File: src/design/mtl_pkg.sv
// Package for the motion-triggered light timer: field widths, CSR indexes,
// reset values of the configuration registers and the configuration struct.
// No dependencies.
package mtl_pkg;

   localparam int SAMPLE_W   = 16;
   localparam int THRESH_W   = 16;
   localparam int HITS_W     = 4;
   localparam int TIMER_W    = 16;
   localparam int DEC_W      = 8;
   localparam int CSR_DATA_W = 16;

   // CSR register indexes
   typedef enum logic [1:0] {
      CSR_MOVE_THRESHOLD = 2'd0,
      CSR_HITS_NEEDED    = 2'd1,
      CSR_ON_TIME_LOAD   = 2'd2,
      CSR_TIME_DECREMENT = 2'd3
   } csr_index_type;

   localparam logic [THRESH_W-1:0] MOVE_THRESHOLD_RST = 16'd200;
   localparam logic [HITS_W-1:0]   HITS_NEEDED_RST    = 4'd2;
   localparam logic [TIMER_W-1:0]  ON_TIME_LOAD_RST   = 16'd60;
   localparam logic [DEC_W-1:0]    TIME_DECREMENT_RST = 8'd2;
   localparam logic [HITS_W-1:0]   HIT_RUN_MAX        = 4'd15;

   typedef struct packed {
      logic [THRESH_W-1:0] move_threshold;
      logic [HITS_W-1:0]   hits_needed;
      logic [TIMER_W-1:0]  on_time_load;
      logic [DEC_W-1:0]    time_decrement;
   } cfg_type;

endpackage

File: src/design/mtl_if.sv
// Valid/ready channel interfaces for the motion-triggered light timer:
// the sample request channel and the result response channel.
// Depends on mtl_pkg.
interface mtl_req_if;
   import mtl_pkg::*;

   logic                       valid;
   logic                       ready;
   logic signed [SAMPLE_W-1:0] sample_x;
   logic signed [SAMPLE_W-1:0] sample_y;

   modport source (output valid, output sample_x, output sample_y, input ready);
   modport sink   (input valid, input sample_x, input sample_y, output ready);
endinterface

interface mtl_rsp_if;
   import mtl_pkg::*;

   logic               valid;
   logic               ready;
   logic               movement_seen;
   logic               light_on;
   logic [TIMER_W-1:0] time_left;

   modport source (output valid, output movement_seen, output light_on, output time_left,
                   input ready);
   modport sink   (input valid, input movement_seen, input light_on, input time_left,
                   output ready);
endinterface

File: src/design/mtl_ram.sv
// Generic single-write, single-read RAM with registered read data.
// No dependencies.
module mtl_ram #(
   parameter int WIDTH = 32,
   parameter int DEPTH = 8
) (
   input  logic                     clock,
   input  logic                     wr_en,
   input  logic [$clog2(DEPTH)-1:0] wr_addr,
   input  logic [WIDTH-1:0]         wr_data,
   input  logic [$clog2(DEPTH)-1:0] rd_addr,
   output logic [WIDTH-1:0]         rd_data
);

   logic [WIDTH-1:0] mem_ff [DEPTH];
   logic [WIDTH-1:0] rd_data_ff;

   // write port
   always_ff @(posedge clock) begin
      if (wr_en) begin
         mem_ff[wr_addr] <= wr_data;
      end
   end

   // registered read port
   always_ff @(posedge clock) begin
      rd_data_ff <= mem_ff[rd_addr];
   end

   assign rd_data = rd_data_ff;

endmodule

File: src/design/mtl_dev.sv
// Deviation check for one axis: mean = running sum / WINDOW truncated toward
// zero (exact reciprocal multiply), then |mean - sample| > threshold.
// Depends on mtl_pkg.
module mtl_dev #(
   parameter int WINDOW = 8
) (
   input  logic signed [mtl_pkg::SAMPLE_W+$clog2(WINDOW)-1:0] sum,
   input  logic signed [mtl_pkg::SAMPLE_W-1:0]                sample,
   input  logic        [mtl_pkg::THRESH_W-1:0]                threshold,
   output logic                                               deviates
);
   import mtl_pkg::*;

   localparam int L     = $clog2(WINDOW);
   localparam int SUM_W = SAMPLE_W + L;
   localparam int PRD_W = 2 * SUM_W + 1;
   localparam int Q_W   = SAMPLE_W + 1;
   localparam int D_W   = SAMPLE_W + 2;
   // ceil(2^(SUM_W+L) / WINDOW): exact floor division for magnitudes below 2^SUM_W
   localparam longint MULT_FULL =
      ((longint'(1) << (SUM_W + L)) + longint'(WINDOW) - 1) / longint'(WINDOW);
   localparam logic [63:0] MULT_BITS = 64'(MULT_FULL);
   localparam logic [SUM_W:0] MULT = MULT_BITS[SUM_W:0];

   logic [SUM_W-1:0]        mag;
   logic [PRD_W-1:0]        prod;
   logic [Q_W-1:0]          quo;
   logic signed [D_W-1:0]   quo_s;
   logic signed [D_W-1:0]   mean;
   logic signed [D_W-1:0]   diff;
   logic [D_W-1:0]          abs_dev;

   // divide the magnitude of the sum, then restore the sign (truncate toward zero)
   always_comb begin
      mag   = sum[SUM_W-1] ? SUM_W'(-sum) : SUM_W'(sum);
      prod  = PRD_W'(mag) * PRD_W'(MULT);
      quo   = prod[SUM_W+L +: Q_W];
      quo_s = signed'(D_W'(quo));
      mean  = sum[SUM_W-1] ? -quo_s : quo_s;
   end

   // absolute deviation against the threshold
   always_comb begin
      diff     = mean - signed'({{(D_W-SAMPLE_W){sample[SAMPLE_W-1]}}, sample});
      abs_dev  = diff[D_W-1] ? D_W'(-diff) : D_W'(diff);
      deviates = abs_dev > D_W'(threshold);
   end

endmodule

File: src/design/motion_triggered_light_timer_core.sv
// Motion-triggered light timer. Takes one signed X/Y sample per item and returns
// one result item per sample: movement flag, light state and remaining on-time.
// An item is accepted every clock cycle while the result side keeps up; a result
// is offered from the result register after its sample has passed the input
// register, where a stall on the result side can hold it. The state update, that
// is the running-sum add and subtract, a reciprocal-multiply mean and the
// threshold compare, lies entirely between the input register and the result
// register. The sample history sits in a RAM of WINDOW entries read one item
// ahead; entries not yet written since reset read as zero, so no clearing pass
// is needed after reset.
// Depends on mtl_pkg, mtl_if, mtl_ram and mtl_dev.
module motion_triggered_light_timer_core #(
   parameter int WINDOW = 8
) (
   input  logic                              clock,
   input  logic                              reset,
   mtl_req_if.sink                           req,
   mtl_rsp_if.source                         rsp,
   input  logic                              csr_we,
   input  mtl_pkg::csr_index_type            csr_index,
   input  logic [mtl_pkg::CSR_DATA_W-1:0]    csr_wdata
);
   import mtl_pkg::*;

   localparam int POS_W = $clog2(WINDOW);
   localparam int SUM_W = SAMPLE_W + POS_W;
   localparam logic [POS_W-1:0] POS_LAST = POS_W'(WINDOW - 1);

   // configuration
   cfg_type cfg_ff, cfg_in;

   // input stage
   logic                       in_valid_ff, in_valid_in;
   logic signed [SAMPLE_W-1:0] in_x_ff, in_y_ff;

   // detector state
   logic signed [SUM_W-1:0]    sum_x_ff, sum_x_in, sum_y_ff, sum_y_in;
   logic [POS_W-1:0]           pos_ff, pos_in;
   logic                       filled_ff, filled_in;
   logic [HITS_W-1:0]          hit_ff, hit_in;
   logic [TIMER_W-1:0]         timer_ff, timer_in;

   // result stage
   logic                       out_valid_ff, out_valid_in;
   logic                       out_moved_ff;
   logic [TIMER_W-1:0]         out_time_ff;

   logic                       out_free, advance;
   logic [2*SAMPLE_W-1:0]      ram_rd;
   logic signed [SAMPLE_W-1:0] old_x, old_y;
   logic                       dev_x, dev_y, moved;
   logic [TIMER_W-1:0]         timer_dec;
   logic [HITS_W-1:0]          hit_next;

   // CSR writes
   always_comb begin
      cfg_in = cfg_ff;
      if (csr_we) begin
         case (csr_index)
            CSR_MOVE_THRESHOLD: cfg_in.move_threshold = THRESH_W'(csr_wdata);
            CSR_HITS_NEEDED:    cfg_in.hits_needed    = csr_wdata[HITS_W-1:0];
            CSR_ON_TIME_LOAD:   cfg_in.on_time_load   = TIMER_W'(csr_wdata);
            CSR_TIME_DECREMENT: cfg_in.time_decrement = csr_wdata[DEC_W-1:0];
            default:            cfg_in = cfg_ff;
         endcase
      end
   end

   always_ff @(posedge clock) begin
      if (reset) begin
         cfg_ff.move_threshold <= MOVE_THRESHOLD_RST;
         cfg_ff.hits_needed    <= HITS_NEEDED_RST;
         cfg_ff.on_time_load   <= ON_TIME_LOAD_RST;
         cfg_ff.time_decrement <= TIME_DECREMENT_RST;
      end else begin
         cfg_ff <= cfg_in;
      end
   end

   // handshake: the input register drains whenever the result register can take an item
   assign out_free  = !out_valid_ff || rsp.ready;
   assign advance   = in_valid_ff && out_free;
   assign req.ready = !in_valid_ff || out_free;
   assign in_valid_in = req.ready ? req.valid : in_valid_ff;

   always_ff @(posedge clock) begin
      if (reset) begin
         in_valid_ff <= 1'b0;
      end else begin
         in_valid_ff <= in_valid_in;
      end
   end

   // capture the sample
   always_ff @(posedge clock) begin
      if (req.valid && req.ready) begin
         in_x_ff <= req.sample_x;
         in_y_ff <= req.sample_y;
      end
   end

   // history ring: read data holds the entry at pos_ff, which the current item replaces
   mtl_ram #(
      .WIDTH (2 * SAMPLE_W),
      .DEPTH (WINDOW)
   ) u_hist (
      .clock   (clock),
      .wr_en   (advance),
      .wr_addr (pos_ff),
      .wr_data ({in_x_ff, in_y_ff}),
      .rd_addr (pos_in),
      .rd_data (ram_rd)
   );

   // entries not written since reset read as zero
   assign old_x = filled_ff ? signed'(ram_rd[2*SAMPLE_W-1:SAMPLE_W]) : '0;
   assign old_y = filled_ff ? signed'(ram_rd[SAMPLE_W-1:0]) : '0;

   // movement against the mean of the previous window
   mtl_dev #(.WINDOW(WINDOW)) u_dev_x (
      .sum       (sum_x_ff),
      .sample    (in_x_ff),
      .threshold (cfg_ff.move_threshold),
      .deviates  (dev_x)
   );

   mtl_dev #(.WINDOW(WINDOW)) u_dev_y (
      .sum       (sum_y_ff),
      .sample    (in_y_ff),
      .threshold (cfg_ff.move_threshold),
      .deviates  (dev_y)
   );

   assign moved = dev_x || dev_y;

   // timer drop, hit run and reload
   always_comb begin
      timer_dec = (timer_ff > TIMER_W'(cfg_ff.time_decrement)) ?
                  timer_ff - TIMER_W'(cfg_ff.time_decrement) : '0;
      if (moved) begin
         hit_next = (hit_ff == HIT_RUN_MAX) ? HIT_RUN_MAX : hit_ff + 1'b1;
      end else begin
         hit_next = '0;
      end
   end

   // next state, advanced only when an item moves to the result register
   always_comb begin
      sum_x_in  = sum_x_ff;
      sum_y_in  = sum_y_ff;
      pos_in    = pos_ff;
      filled_in = filled_ff;
      hit_in    = hit_ff;
      timer_in  = timer_ff;
      if (advance) begin
         sum_x_in = sum_x_ff + {{POS_W{in_x_ff[SAMPLE_W-1]}}, in_x_ff}
                             - {{POS_W{old_x[SAMPLE_W-1]}}, old_x};
         sum_y_in = sum_y_ff + {{POS_W{in_y_ff[SAMPLE_W-1]}}, in_y_ff}
                             - {{POS_W{old_y[SAMPLE_W-1]}}, old_y};
         pos_in    = (pos_ff == POS_LAST) ? '0 : pos_ff + 1'b1;
         filled_in = filled_ff || (pos_ff == POS_LAST);
         hit_in    = hit_next;
         timer_in  = (moved && (hit_next >= cfg_ff.hits_needed)) ?
                     cfg_ff.on_time_load : timer_dec;
      end
   end

   always_ff @(posedge clock) begin
      if (reset) begin
         sum_x_ff  <= '0;
         sum_y_ff  <= '0;
         pos_ff    <= '0;
         filled_ff <= 1'b0;
         hit_ff    <= '0;
         timer_ff  <= '0;
      end else begin
         sum_x_ff  <= sum_x_in;
         sum_y_ff  <= sum_y_in;
         pos_ff    <= pos_in;
         filled_ff <= filled_in;
         hit_ff    <= hit_in;
         timer_ff  <= timer_in;
      end
   end

   // result register
   assign out_valid_in = advance ? 1'b1 : (rsp.ready ? 1'b0 : out_valid_ff);

   always_ff @(posedge clock) begin
      if (reset) begin
         out_valid_ff <= 1'b0;
      end else begin
         out_valid_ff <= out_valid_in;
      end
   end

   always_ff @(posedge clock) begin
      if (advance) begin
         out_moved_ff <= moved;
         out_time_ff  <= timer_in;
      end
   end

   assign rsp.valid         = out_valid_ff;
   assign rsp.movement_seen = out_moved_ff;
   assign rsp.light_on      = (out_time_ff != '0);
   assign rsp.time_left     = out_time_ff;

endmodule
File: src/flat_wrapper.sv
// flat-port wrapper written by rule: the top's interface ports become plain ports
module motion_triggered_light_timer_core_flat import mtl_pkg::*;
#(
   parameter int WINDOW = 8
)
  (clock, reset, csr_we, csr_index, csr_wdata, req_valid, req_sample_x, req_sample_y, req_ready, rsp_valid, rsp_movement_seen, rsp_light_on, rsp_time_left, rsp_ready);
  mtl_req_if req_i ();
  mtl_rsp_if rsp_i ();
  input  logic clock;
  input  logic reset;
  input  logic csr_we;
  input  mtl_pkg::csr_index_type csr_index;
  input  logic [mtl_pkg::CSR_DATA_W-1:0] csr_wdata;
  input wire logic [$bits(req_i.valid)-1:0] req_valid;
  input wire logic [$bits(req_i.sample_x)-1:0] req_sample_x;
  input wire logic [$bits(req_i.sample_y)-1:0] req_sample_y;
  output wire logic [$bits(req_i.ready)-1:0] req_ready;
  output wire logic [$bits(rsp_i.valid)-1:0] rsp_valid;
  output wire logic [$bits(rsp_i.movement_seen)-1:0] rsp_movement_seen;
  output wire logic [$bits(rsp_i.light_on)-1:0] rsp_light_on;
  output wire logic [$bits(rsp_i.time_left)-1:0] rsp_time_left;
  input wire logic [$bits(rsp_i.ready)-1:0] rsp_ready;
  assign req_i.valid = req_valid;
  assign req_i.sample_x = req_sample_x;
  assign req_i.sample_y = req_sample_y;
  assign req_ready = req_i.ready;
  assign rsp_valid = rsp_i.valid;
  assign rsp_movement_seen = rsp_i.movement_seen;
  assign rsp_light_on = rsp_i.light_on;
  assign rsp_time_left = rsp_i.time_left;
  assign rsp_i.ready = rsp_ready;
  motion_triggered_light_timer_core #(.WINDOW(WINDOW)) u_core (.clock(clock), .reset(reset), .req(req_i), .rsp(rsp_i), .csr_we(csr_we), .csr_index(csr_index), .csr_wdata(csr_wdata));
endmodule
File: config.mk
export PLATFORM = sky130hd
export DESIGN_NAME = motion_triggered_light_timer_core_flat
export DESIGN_NICKNAME = d
export VERILOG_FILES = /design/src/design/mtl_pkg.sv /design/src/design/mtl_if.sv /design/src/design/mtl_ram.sv /design/src/design/mtl_dev.sv /design/src/design/motion_triggered_light_timer_core.sv /design/src/flat_wrapper.sv
export SDC_FILE = /design/constraint.sdc
export NUM_CORES = 1
export LEC_CHECK = 0
export BUFFER_PORTS_ARGS = -buffer_cell sky130_fd_sc_hd__buf_2
export CAP_MARGIN = 20
export CORE_ASPECT_RATIO = 0.75
export CORE_MARGIN = 10
export CORE_UTILIZATION = 35
export CTS_BUF_LIST = sky130_fd_sc_hd__clkbuf_8
export DETAILED_ROUTE_END_ITERATION = 7
export PLACE_DENSITY_LB_ADDON = 0.25
export SYNTH_ARGS = -nofsm -noshare
export SYNTH_HDL_FRONTEND = slang
export SYNTH_SLANG_ARGS = --single-unit
File: constraint.sdc
create_clock -name clock -period 20.4 [get_ports clock]
set_input_delay 2.04 -clock clock [delete_from_list [all_inputs] [get_ports clock]]
set_output_delay 2.04 -clock clock [all_outputs]
set_load 0.02 [all_outputs]
# [Word level (Yosys, flattened, before mapping)]
# Memory sizes are Yosys's and may differ from the RTL's. A register that Yosys moved wholly into a read port is not among the register bits.
# Index checks and enable logic that the tools add are counted.
[word_totals] n_memories=1 out_inout_bits=20 ramBits=256 regBits=157 word_cells=76
[classes] reduce_logical=16 eq_ne=5 add_sub_neg=15 order_cmp=4 muxes=19
[memory_table] name="u_core.u_hist.mem_ff" words=8 width=32 read_ports=1 rd_clocked_by_memory_dff=1 wr=1 line="mtl_ram.sv:15" source="logic [WIDTH-1:0] mem_ff [DEPTH];"
[ops] op="$mux W16" n=5
[ops] op="$mux W18" n=4
[ops] op="$add A19 B19 Y19" n=2
[ops] op="$mux W19" n=2
[ops] op="$neg A19 Y19" n=2
[ops] op="$sub A19 B19 Y19" n=2
[ops] op="$gt A18 B16 Y1" n=2
[ops] op="$neg A16 Y18" n=2
[ops] op="$neg A18 Y18" n=2
[ops] op="$sub A18 B16 Y18" n=2
[ops] op="$gt A16 B8 Y1" n=1
[ops] op="$reduce_bool A16 Y1" n=1
[ops] op="$sub A16 B8 Y16" n=1
[ops] op="$mux W4" n=2
[ops] op="$reduce_and A2 Y1" n=4
[ops] op="$mux W3" n=2
[ops] op="$add A4 B1 Y4 const B" n=1
[ops] op="$eq A2 B2 Y1 const B" n=2
[ops] op="$eq A4 B4 Y1 const B" n=1
[ops] op="$ge A4 B4 Y1" n=1
[ops] op="$logic_or A1 B1 Y1" n=4
[ops] op="$mux W1" n=4
[ops] op="$add A3 B1 Y3 const B" n=1
[ops] op="$eq A3 B3 Y1 const B" n=1
[ops] op="other kinds (5)" n=8

# [Depth between registers and ports, before layout]
# Gate-level depths: netlist of the first run.
[logic_depth] ltp_word=14 mapped_depth=43 ltp_nobuf=41

# [Cells and area by module]
# Synthesis of the first run repeated with hierarchy kept, for this count alone.
[unflattened] hier_cells=2207 area_unflattened_um2=24748.7
[by_module_without_submodules] module="mtl_ram" n_inst=1 seq_area_each_um2=8328.0 area_per_inst_um2=10466.3 cells_per_inst=415
[by_module_without_submodules] module="motion_triggered_light_timer_core" n_inst=1 seq_area_each_um2=3633.5 area_per_inst_um2=9394.0 cells_per_inst=1096
[by_module_without_submodules] module="mtl_dev at u_core.u_dev_x" n_inst=1 seq_area_each_um2=0.0 area_per_inst_um2=2499.9 cells_per_inst=350
[by_module_without_submodules] module="mtl_dev at u_core.u_dev_y" n_inst=1 seq_area_each_um2=0.0 area_per_inst_um2=2388.5 cells_per_inst=346

# [Worst setup path after synthesis of the first run]
# Ideal clock, no wire load.
[synth_timing] path_type="reg2reg" startpoint="register u_core.sum_y_ff[0]" endpoint="register u_core.out_time_ff[2] (netlist: u_core.rsp.time_left[2]), data pin" setup_slack_ps=12219 period_less_slack_ps=8181 setup_time_ps=297 arrival_time_ps=7883 path_stages_with_launch=41 cell_sequence="dfxtp_1 o31ai_1 xnor2_1 ha_1 o21ai_0 a21o_1 nor2_1 nor2_1 o21ai_0 xnor2_1 ha_1 and3_1 nand2_1 a221o_1 a31oi_1 a31o_2 xor2_1 o21ai_0 [... 5 more ...] o211ai_1 a221oi_1 o21ai_0 o41ai_1 o311a_4 and4_4 buf_6 inv_1 nand2_1 ha_1 nand2b_1 a21o_1 a21o_1 a21oi_1 a41o_1 buf_4 mux2i_1 a21oi_1"
[synth_between] elab_chain_len=14
[synth_lines] element="start: declaration" line="motion_triggered_light_timer_core.sv:37" source="logic signed [SUM_W-1:0] sum_x_ff, sum_x_in, sum_y_ff, sum_y_in;"
[synth_lines] element="start signal: assignment" line="motion_triggered_light_timer_core.sv:178" source="sum_y_ff <= sum_y_in;"
[synth_lines] element="$neg A19 Y19 *" line="mtl_dev.sv:35" source="mag = sum[SUM_W-1] ? SUM_W'(-sum) : SUM_W'(sum);"
[synth_lines] element="$mux W19 *" line="mtl_dev.sv:35"
[synth_lines] element="$neg A16 Y18" line="mtl_dev.sv:39" source="mean = sum[SUM_W-1] ? -quo_s : quo_s;"
[synth_lines] element="$mux W18 *" line="mtl_dev.sv:39"
[synth_lines] element="$sub A18 B16 Y18 *" line="mtl_dev.sv:44" source="diff = mean - signed'({{(D_W-SAMPLE_W){sample[SAMPLE_W-1]}}, sample});"
[synth_lines] element="$neg A18 Y18" line="mtl_dev.sv:45" source="abs_dev = diff[D_W-1] ? D_W'(-diff) : D_W'(diff);"
[synth_lines] element="$mux W18 *" line="mtl_dev.sv:45"
[synth_lines] element="$gt A18 B16 Y1 *" line="mtl_dev.sv:46" source="deviates = abs_dev > D_W'(threshold);"
[synth_lines] element="$logic_or A1 B1 Y1 *" line="motion_triggered_light_timer_core.sv:134" source="assign moved = dev_x || dev_y;"
[synth_lines] element="named net u_core.moved" line="motion_triggered_light_timer_core.sv:51" source="logic dev_x, dev_y, moved;"
[synth_lines] element="$mux W4" line="motion_triggered_light_timer_core.sv:140" source="if (moved) begin"
[synth_lines] element="$ge A4 B4 Y1" line="motion_triggered_light_timer_core.sv:163" source="timer_in = (moved && (hit_next >= cfg_ff.hits_needed)) ?"
[synth_lines] element="$logic_and A1 B1 Y1 *" line="motion_triggered_light_timer_core.sv:163"
[synth_lines] element="$mux W16 *" line="motion_triggered_light_timer_core.sv:163"
[synth_lines] element="$mux W16 *" line="motion_triggered_light_timer_core.sv:155" source="if (advance) begin"
[synth_lines] element="named net u_core.timer_in[2]" line="motion_triggered_light_timer_core.sv:41" source="logic [TIMER_W-1:0] timer_ff, timer_in;"
[synth_lines] element="end signal: assignment" line="motion_triggered_light_timer_core.sv:200" source="out_time_ff <= timer_in;"
[synth_lines] element="end: declaration" line="motion_triggered_light_timer_core.sv:46" source="logic [TIMER_W-1:0] out_time_ff;"
# The timed path passes the listed nets; every way through them passes the cells marked *.
# A chain may end at the register's enable or synchronous reset.

# [Worst setup path after layout of the first run]
[layout_timing] startpoint="register u_core.sum_x_ff[18]" endpoint="register u_core.out_time_ff[7] (netlist: u_core.rsp.time_left[7]), data pin"
[layout_between] elab_chain_len=14
[layout_lines] element="start: declaration" line="motion_triggered_light_timer_core.sv:37"
[layout_lines] element="start signal: assignment" line="motion_triggered_light_timer_core.sv:177" source="sum_x_ff <= sum_x_in;"
[layout_lines] element="$neg A19 Y19" line="mtl_dev.sv:35"
[layout_lines] element="$mux W19" line="mtl_dev.sv:35"
[layout_lines] element="$neg A16 Y18" line="mtl_dev.sv:39"
[layout_lines] element="$mux W18 *" line="mtl_dev.sv:39"
[layout_lines] element="$sub A18 B16 Y18 *" line="mtl_dev.sv:44"
[layout_lines] element="$neg A18 Y18" line="mtl_dev.sv:45"
[layout_lines] element="$mux W18 *" line="mtl_dev.sv:45"
[layout_lines] element="$gt A18 B16 Y1 *" line="mtl_dev.sv:46"
[layout_lines] element="$logic_or A1 B1 Y1 *" line="motion_triggered_light_timer_core.sv:134"
[layout_lines] element="named net u_core.moved" line="motion_triggered_light_timer_core.sv:51"
[layout_lines] element="$mux W4" line="motion_triggered_light_timer_core.sv:140"
[layout_lines] element="$ge A4 B4 Y1" line="motion_triggered_light_timer_core.sv:163"
[layout_lines] element="$logic_and A1 B1 Y1 *" line="motion_triggered_light_timer_core.sv:163"
[layout_lines] element="$mux W16 *" line="motion_triggered_light_timer_core.sv:163"
[layout_lines] element="$mux W16 *" line="motion_triggered_light_timer_core.sv:155"
[layout_lines] element="named net u_core.timer_in[7]" line="motion_triggered_light_timer_core.sv:41"
# Marks and branches as above.

==> metrics.txt, run 1 <==
run status complete, no violations; Final Non-Filler Cells roughly 3600; Final Skew 0.0420 ns; PortBufs 74; CTS tree built; Max H-tree Level 3; cts repair resizes 0; HPWL after DPL 43.0 mm; synthesized net count 2801; synth unique cells 80; io pins 75; pin count of the biggest net entering global routing between 90 and 100; hold buffer count at CTS 0; Die Ht 249 um; WP data arrival 10.58 ns; ant diodes 0; Slew Limit Headroom 0.251; Routed Antenna Nets 0; asr flop ratio synth 0; sequential cell area around 12000 sq um; total power 2.72 mW; final net count between 2000 and 3000; grt total ovfl 0; Area growth syn-to-layout 11.2%; max incr delay on CP 0.89 ns; CP Buf/Inv Count 1; initial antenna violation count 0; cts bufs inserted 73; Fill cells approximately 6900; ratio of cells with drive above 1 in the final layout 0.0865; setup violators final 0; Core ar. 69000 sq um; ys flop type edfxtp_1; vias in the first global route 18547; via count between 15000 and 20000; first-pass GRT wire length 103 mm; Final Hold Viols 0; delay-heaviest family, CP compound AO/OA/AOI/OAI gates; die width 326 um; initial core utilization 0.356; Routed WL 64.6 mm; synth cell count leaders nand2_1 (499), edfxtp_1 (305), nand3_1 (202), inv_1 (197), a21oi_1 (143); CP startpoint u_core.sum_x_ff[18]$_SDFFE_PP0P_; Pwr Density roughly 100 nW/um^2; Synth top area share 0.373; max-cap viol count 0; Clock transition at path regs around 0.060 ns; sequential share of the synthesized area 0.488; Static Leak ~11 nW; GR Util All Layers 0.155; Peak VDD IR around 0.058 mV; required time of the critical path 20.79 ns; min cycle time layout 10.20 ns; Yosys warnings 0; Mapped Avg Cell Area 9.50 sq um; worst-path fanout max 22; worst-margin pin slew 1.12 ns; Root Driver clkbuf_8; Netlist Area Pre-Place 24500 sq um; Max Freq roughly 100 MHz; unrepaired setup endpoints after global routing false; GP Congestion approximately 0.89; Worst setup SP type flop; most used cell, CP a21oi_1; Pre-antenna DRT Iters 7; Multi-input gate area 11500 sq um; std cell rows between 80 and 90; die area around 81000 sq um; Setup TNS 0 ns; count leader, synth nand2_1; critical path class reg2reg; clk buf depth 3; vias per cell between 5 and 6; slowest stage cell, crit path a41o_1; RR Startpoint u_core.sum_x_ff[18]$_SDFFE_PP0P_; flops & latches, synth 445; Num Clock Sinks 445; area leader, netlist edfxtp_1; DRC Markers 0; Finished Core Util 0.396; Area contributors post-synth edfxtp_1 (37%), dfxtp_1 (11%), nand2_1 (7.6%), ha_1 (6.4%), nand3_1 (4.1%); Min-Delay Path Class reg2reg; routed len/inst approximately 18 um; Clock Latency Late Sink between 0.6 and 0.7 ns; number of flops mapped to enable cells by yosys about 310; Syn Inst Count roughly 2600; crit share post-route 0.500; final max-slew violation count 0; placed cells roughly 3500; hold path startpoint u_core.cfg_ff[41]$_SDFFE_PP0P_; postcts setup bufs 0; Iter 0 DRT Violations 1300; Worst setup EP type flop
[path summary, 6_finish.rpt]
| check | endpoint | slack, ns | cells past startpoint |
|---|---|---|---|
| worst min register to register | u_core.cfg_ff[41]$_SDFFE_PP0P_ | 0.45 | 2 |
| worst max-delay path | u_core.rsp.time_left[7]$_DFFE_PP_ | 10.20 | 37 |
| worst max register to register | u_core.rsp.time_left[7]$_DFFE_PP_ | 10.20 | 37 |
| worst min-delay path | u_core.cfg_ff[41]$_SDFFE_PP0P_ | 0.45 | 2 |
[metrics by stage]
stage / hold WS [ns] / setup WS (ns) / cell area [sq um]
finish: 0.455 / 10.20 / 27300
global route: 0.484 / 9.35 / 27300
CTS: 0.456 / 10.35 / 27200
detailed placement: 0.448 / 10.36 / 25900
global placement: 0.446 / 10.82 / 25900
floorplan: 0.436 / 12.22 / 24500
[tightest hold or removal path: stages, from the launching register on]
cell and delay (ns):
dfxtp_1 0.31, nand2_1 0.05, a21oi_1 0.05
[cell type report]
class / count / area share
Clock buffer: 81 / 0.0409
Clock inverter: 50 / 0.00950
Inverter: 198 / 0.0272
Multi-Input combinational cell: 1825 / 0.421
Sequential cell: 445 / 0.439
Tap cell: 935 / 0.0429
Timing Repair Buffer: 96 / 0.0202
[routing by layer]
layer | global-route usage | wire length (um) | vias to the layer above
li1 | - | - | 9172
met1 | 0.212 | 30800 | 9157
met2 | 0.251 | 29500 | 435
met3 | 0.0307 | 3240 | 89
met4 | 0.0357 | 1060 | 0
met5 | 0 | 0 | -
[power by group]
part / leakage (nW) / switching (mW) / internal (mW)
clock: 0.817 / 0.374 / 0.379
sequential: 3.94 / 0.0434 / 1.01
combinational: 6.00 / 0.544 / 0.365
total: 10.8 / 0.962 / 1.76
[cells in the final DEF, fill, tap and decap left out, drive strengths merged, types with 29 or more instances in the layout]
cell and instances:
inv 232, o21ai 95, and2 41, clkbuf 81, dfxtp 140, nor2 121, buf 96, a21oi 144
ha 125, nor3 51, nand3 202, fa 39, xnor2 93, nand2 499, edfxtp 305, a21o 31
xor2 29
[registers in the layout, indices dropped and copies added, names as in the netlist]
name,count
u_core.pos_ff,3
u_core.in_y_ff,16
u_core.sum_y_ff,19
u_core.rsp.time_left,16
u_core.timer_ff,16
u_core.cfg_ff,44
u_core.hit_ff,4
u_core.in_x_ff,16
u_core.sum_x_ff,19
u_core.rsp.valid,1
u_core.rsp.movement_seen,1
u_core.in_valid_ff,1
u_core.u_hist.rd_data,32
u_core.u_hist.mem_ff,256
u_core.filled_ff,1
[cells by family (layout without fill, tap and decap cells)]
kind of cell / Yosys count / count (layout) / share of synthesized area
compound gates: 427 / 427 / 0.109
xor+xnor: 122 / 122 / 0.0439
fa+ha+maj: 164 / 164 / 0.0956
buf+inv: 312 / 425 / 0.0484
flops: 445 / 445 / 0.488
mux: 26 / 26 / 0.0109
simple gates: 1086 / 1086 / 0.204
(Power assumes the default switching activity.)
==> inputs of run 2 (changes only) <==
clock period = 9.9 ns   (was 20.4 ns; I/O delays follow)
==> metrics.txt, run 2 (synthesized netlist as in run 1, its figures left out) <==
Worst setup SP type flop; cts repair resizes 0; Worst setup EP type flop; grt total ovfl 0; Routed Antenna Nets 0; max reg flops 256; PortBufs 74; Clock transition at path regs 0.07 ns; Die Ht roughly 250 um; crit share post-route 0.924; most frequent cells in the layout nand2_1 (499), edfxtp_1 (305), inv_1 (219); sequential power share 0.380; clk buf depth 3; die width 326 um; CTS tree built; Biggest register u_core.u_hist.mem_ff; HPWL after DPL roughly 43 mm; ratio of cells with drive above 1 in the final layout 0.0968; io pins 75; vias in the first global route roughly 19000; Slew Limit Headroom 0.285; min cycle time layout 9.15 ns; routed len/inst 17.7 um; critical path class reg2reg; Fill cells between 6000 and 7000; delay-heaviest family, CP compound AO/OA/AOI/OAI gates; worst-margin pin slew around 1.1 ns; Min-Delay Path Class reg2reg; Static Leak 10.8 nW; Max H-tree Level 3; Pre-antenna DRT Iters 5; DRC Markers 0; Finished Cell Area ~28000 sq um; Final Hold Viols 0; GP Congestion about 0.9; worst-path fanout max 22; CP Buf/Inv Count 2; slowest stage cell, crit path xnor2_1; Root Driver clkbuf_8; Pwr Density 208 nW/um^2; required time of the critical path 10.25 ns; Place WS between 0.5 and 0.6 ns; final net count 2865; Post-Place Cell Area 25900 sq um; Peak VDD IR 0.134 mV; Num Clock Sinks 445; postcts setup bufs 0; Routed WL 64.5 mm; max-cap viol count 0; vias per cell 5.16; pin count of the biggest net entering global routing between 90 and 100; Core ar. just under 70000 sq um; initial core utilization 0.356; PnR worst setup slack 0.750 ns; sw power around 2.0 mW; most common cell after layout, fill and taps aside nand2_1; Clock Latency Late Sink ~0.69 ns; WP data arrival 9.50 ns; power share of the clock group 0.292; die area 81200 sq um; initial antenna violation count 1; Net Sw Frac 0.351; run status complete, no violations; Final Skew 0.0406 ns; cts bufs inserted 75; Iter 0 DRT Violations between 1000 and 1500; combinational share of power 0.328; std cell rows 83; Internal 3.71 mW; ant diodes 0; setup violators final 0; Area growth syn-to-layout 12.2%; final max-slew violation count 0; Setup TNS 0 ns; first-pass GRT wire length 103 mm; max incr delay on CP around 0.61 ns; GR Util All Layers 0.155; Max Freq 109 MHz; hold buffer count at CTS 0; via count 18784
run 2: changes by cell type in the layout (fill, tap and decap cells not counted), moves of 3 or more:
cell / delta
inv_1: -9
clkbuf_8: +6
clkinv_2: +4
clkinvlp_4: +3
run 2: path summary, 6_finish.rpt:
kind,depth (start not counted),slack (ns),start,endpoint
min,2,0.45,u_core.cfg_ff[30]$_SDFFE_PP0P_,u_core.cfg_ff[30]$_SDFFE_PP0P_
min reg2reg,2,0.45,u_core.cfg_ff[30]$_SDFFE_PP0P_,u_core.cfg_ff[30]$_SDFFE_PP0P_
max reg2reg,38,0.75,u_core.sum_y_ff[0]$_SDFFE_PP0P_,u_core.rsp.time_left[1]$_DFFE_PP_
max,38,0.75,u_core.sum_y_ff[0]$_SDFFE_PP0P_,u_core.rsp.time_left[1]$_DFFE_PP_
run 2: area by class of cell:
cell class                 instances  area, sq um  area share
clock buffer                      87         1200      0.0435
clock inverter                    52          327      0.0119
inverter                         198          743      0.0270
multi-input combinational       1825        11500       0.419
sequential                       445        12000       0.435
tap                              935         1170      0.0425
timing repair buffer             101          593      0.0216
run 2: per-layer routing:
metal | vias to the layer above | GRT usage | part of all wire
li1 | 9185 | - | -
met2 | 432 | 0.247 | 0.45
met3 | 102 | 0.0273 | 0.050
met5 | - | 0 | 0
met4 | 0 | 0.0456 | 0.022
met1 | 9065 | 0.214 | 0.48
run 2: power groups by stage:
stage | registers [mW] | logic, mW | clock network, mW
2_1_floorplan | 2.18 | 1.44 | 0
3_3_place_gp | 2.21 | 1.80 | 0
3_5_place_dp | 2.21 | 1.84 | 0
4_1_cts | 2.17 | 1.85 | 1.72
5_1_grt | 2.18 | 2.11 | 1.80
6_report | 2.17 | 1.87 | 1.67
run 2: worst register-to-register path, delay by kind of cell, from the launching register on:
kind,cells,cell delay [ns]
compound gates,20,4.40
simple gates,7,1.04
buf+inv,2,0.40
mux,1,0.31
fa+ha+maj,4,1.18
flops,1,0.35
xor+xnor,4,1.17
run 2: stage by stage:
stage | hold slack, ns | instances | utilization | total power [mW]
2_1_floorplan | 0.436 | 2582 | - | 3.62
3_3_place_gp | 0.448 | 3499 | 0.375 | 4.00
3_5_place_dp | 0.448 | 3500 | 0.376 | 4.05
4_1_cts | 0.423 | 3639 | 0.398 | 5.75
5_1_grt | 0.448 | 3643 | 0.399 | 6.09
6_report | 0.455 | 3643 | 0.399 | 5.71
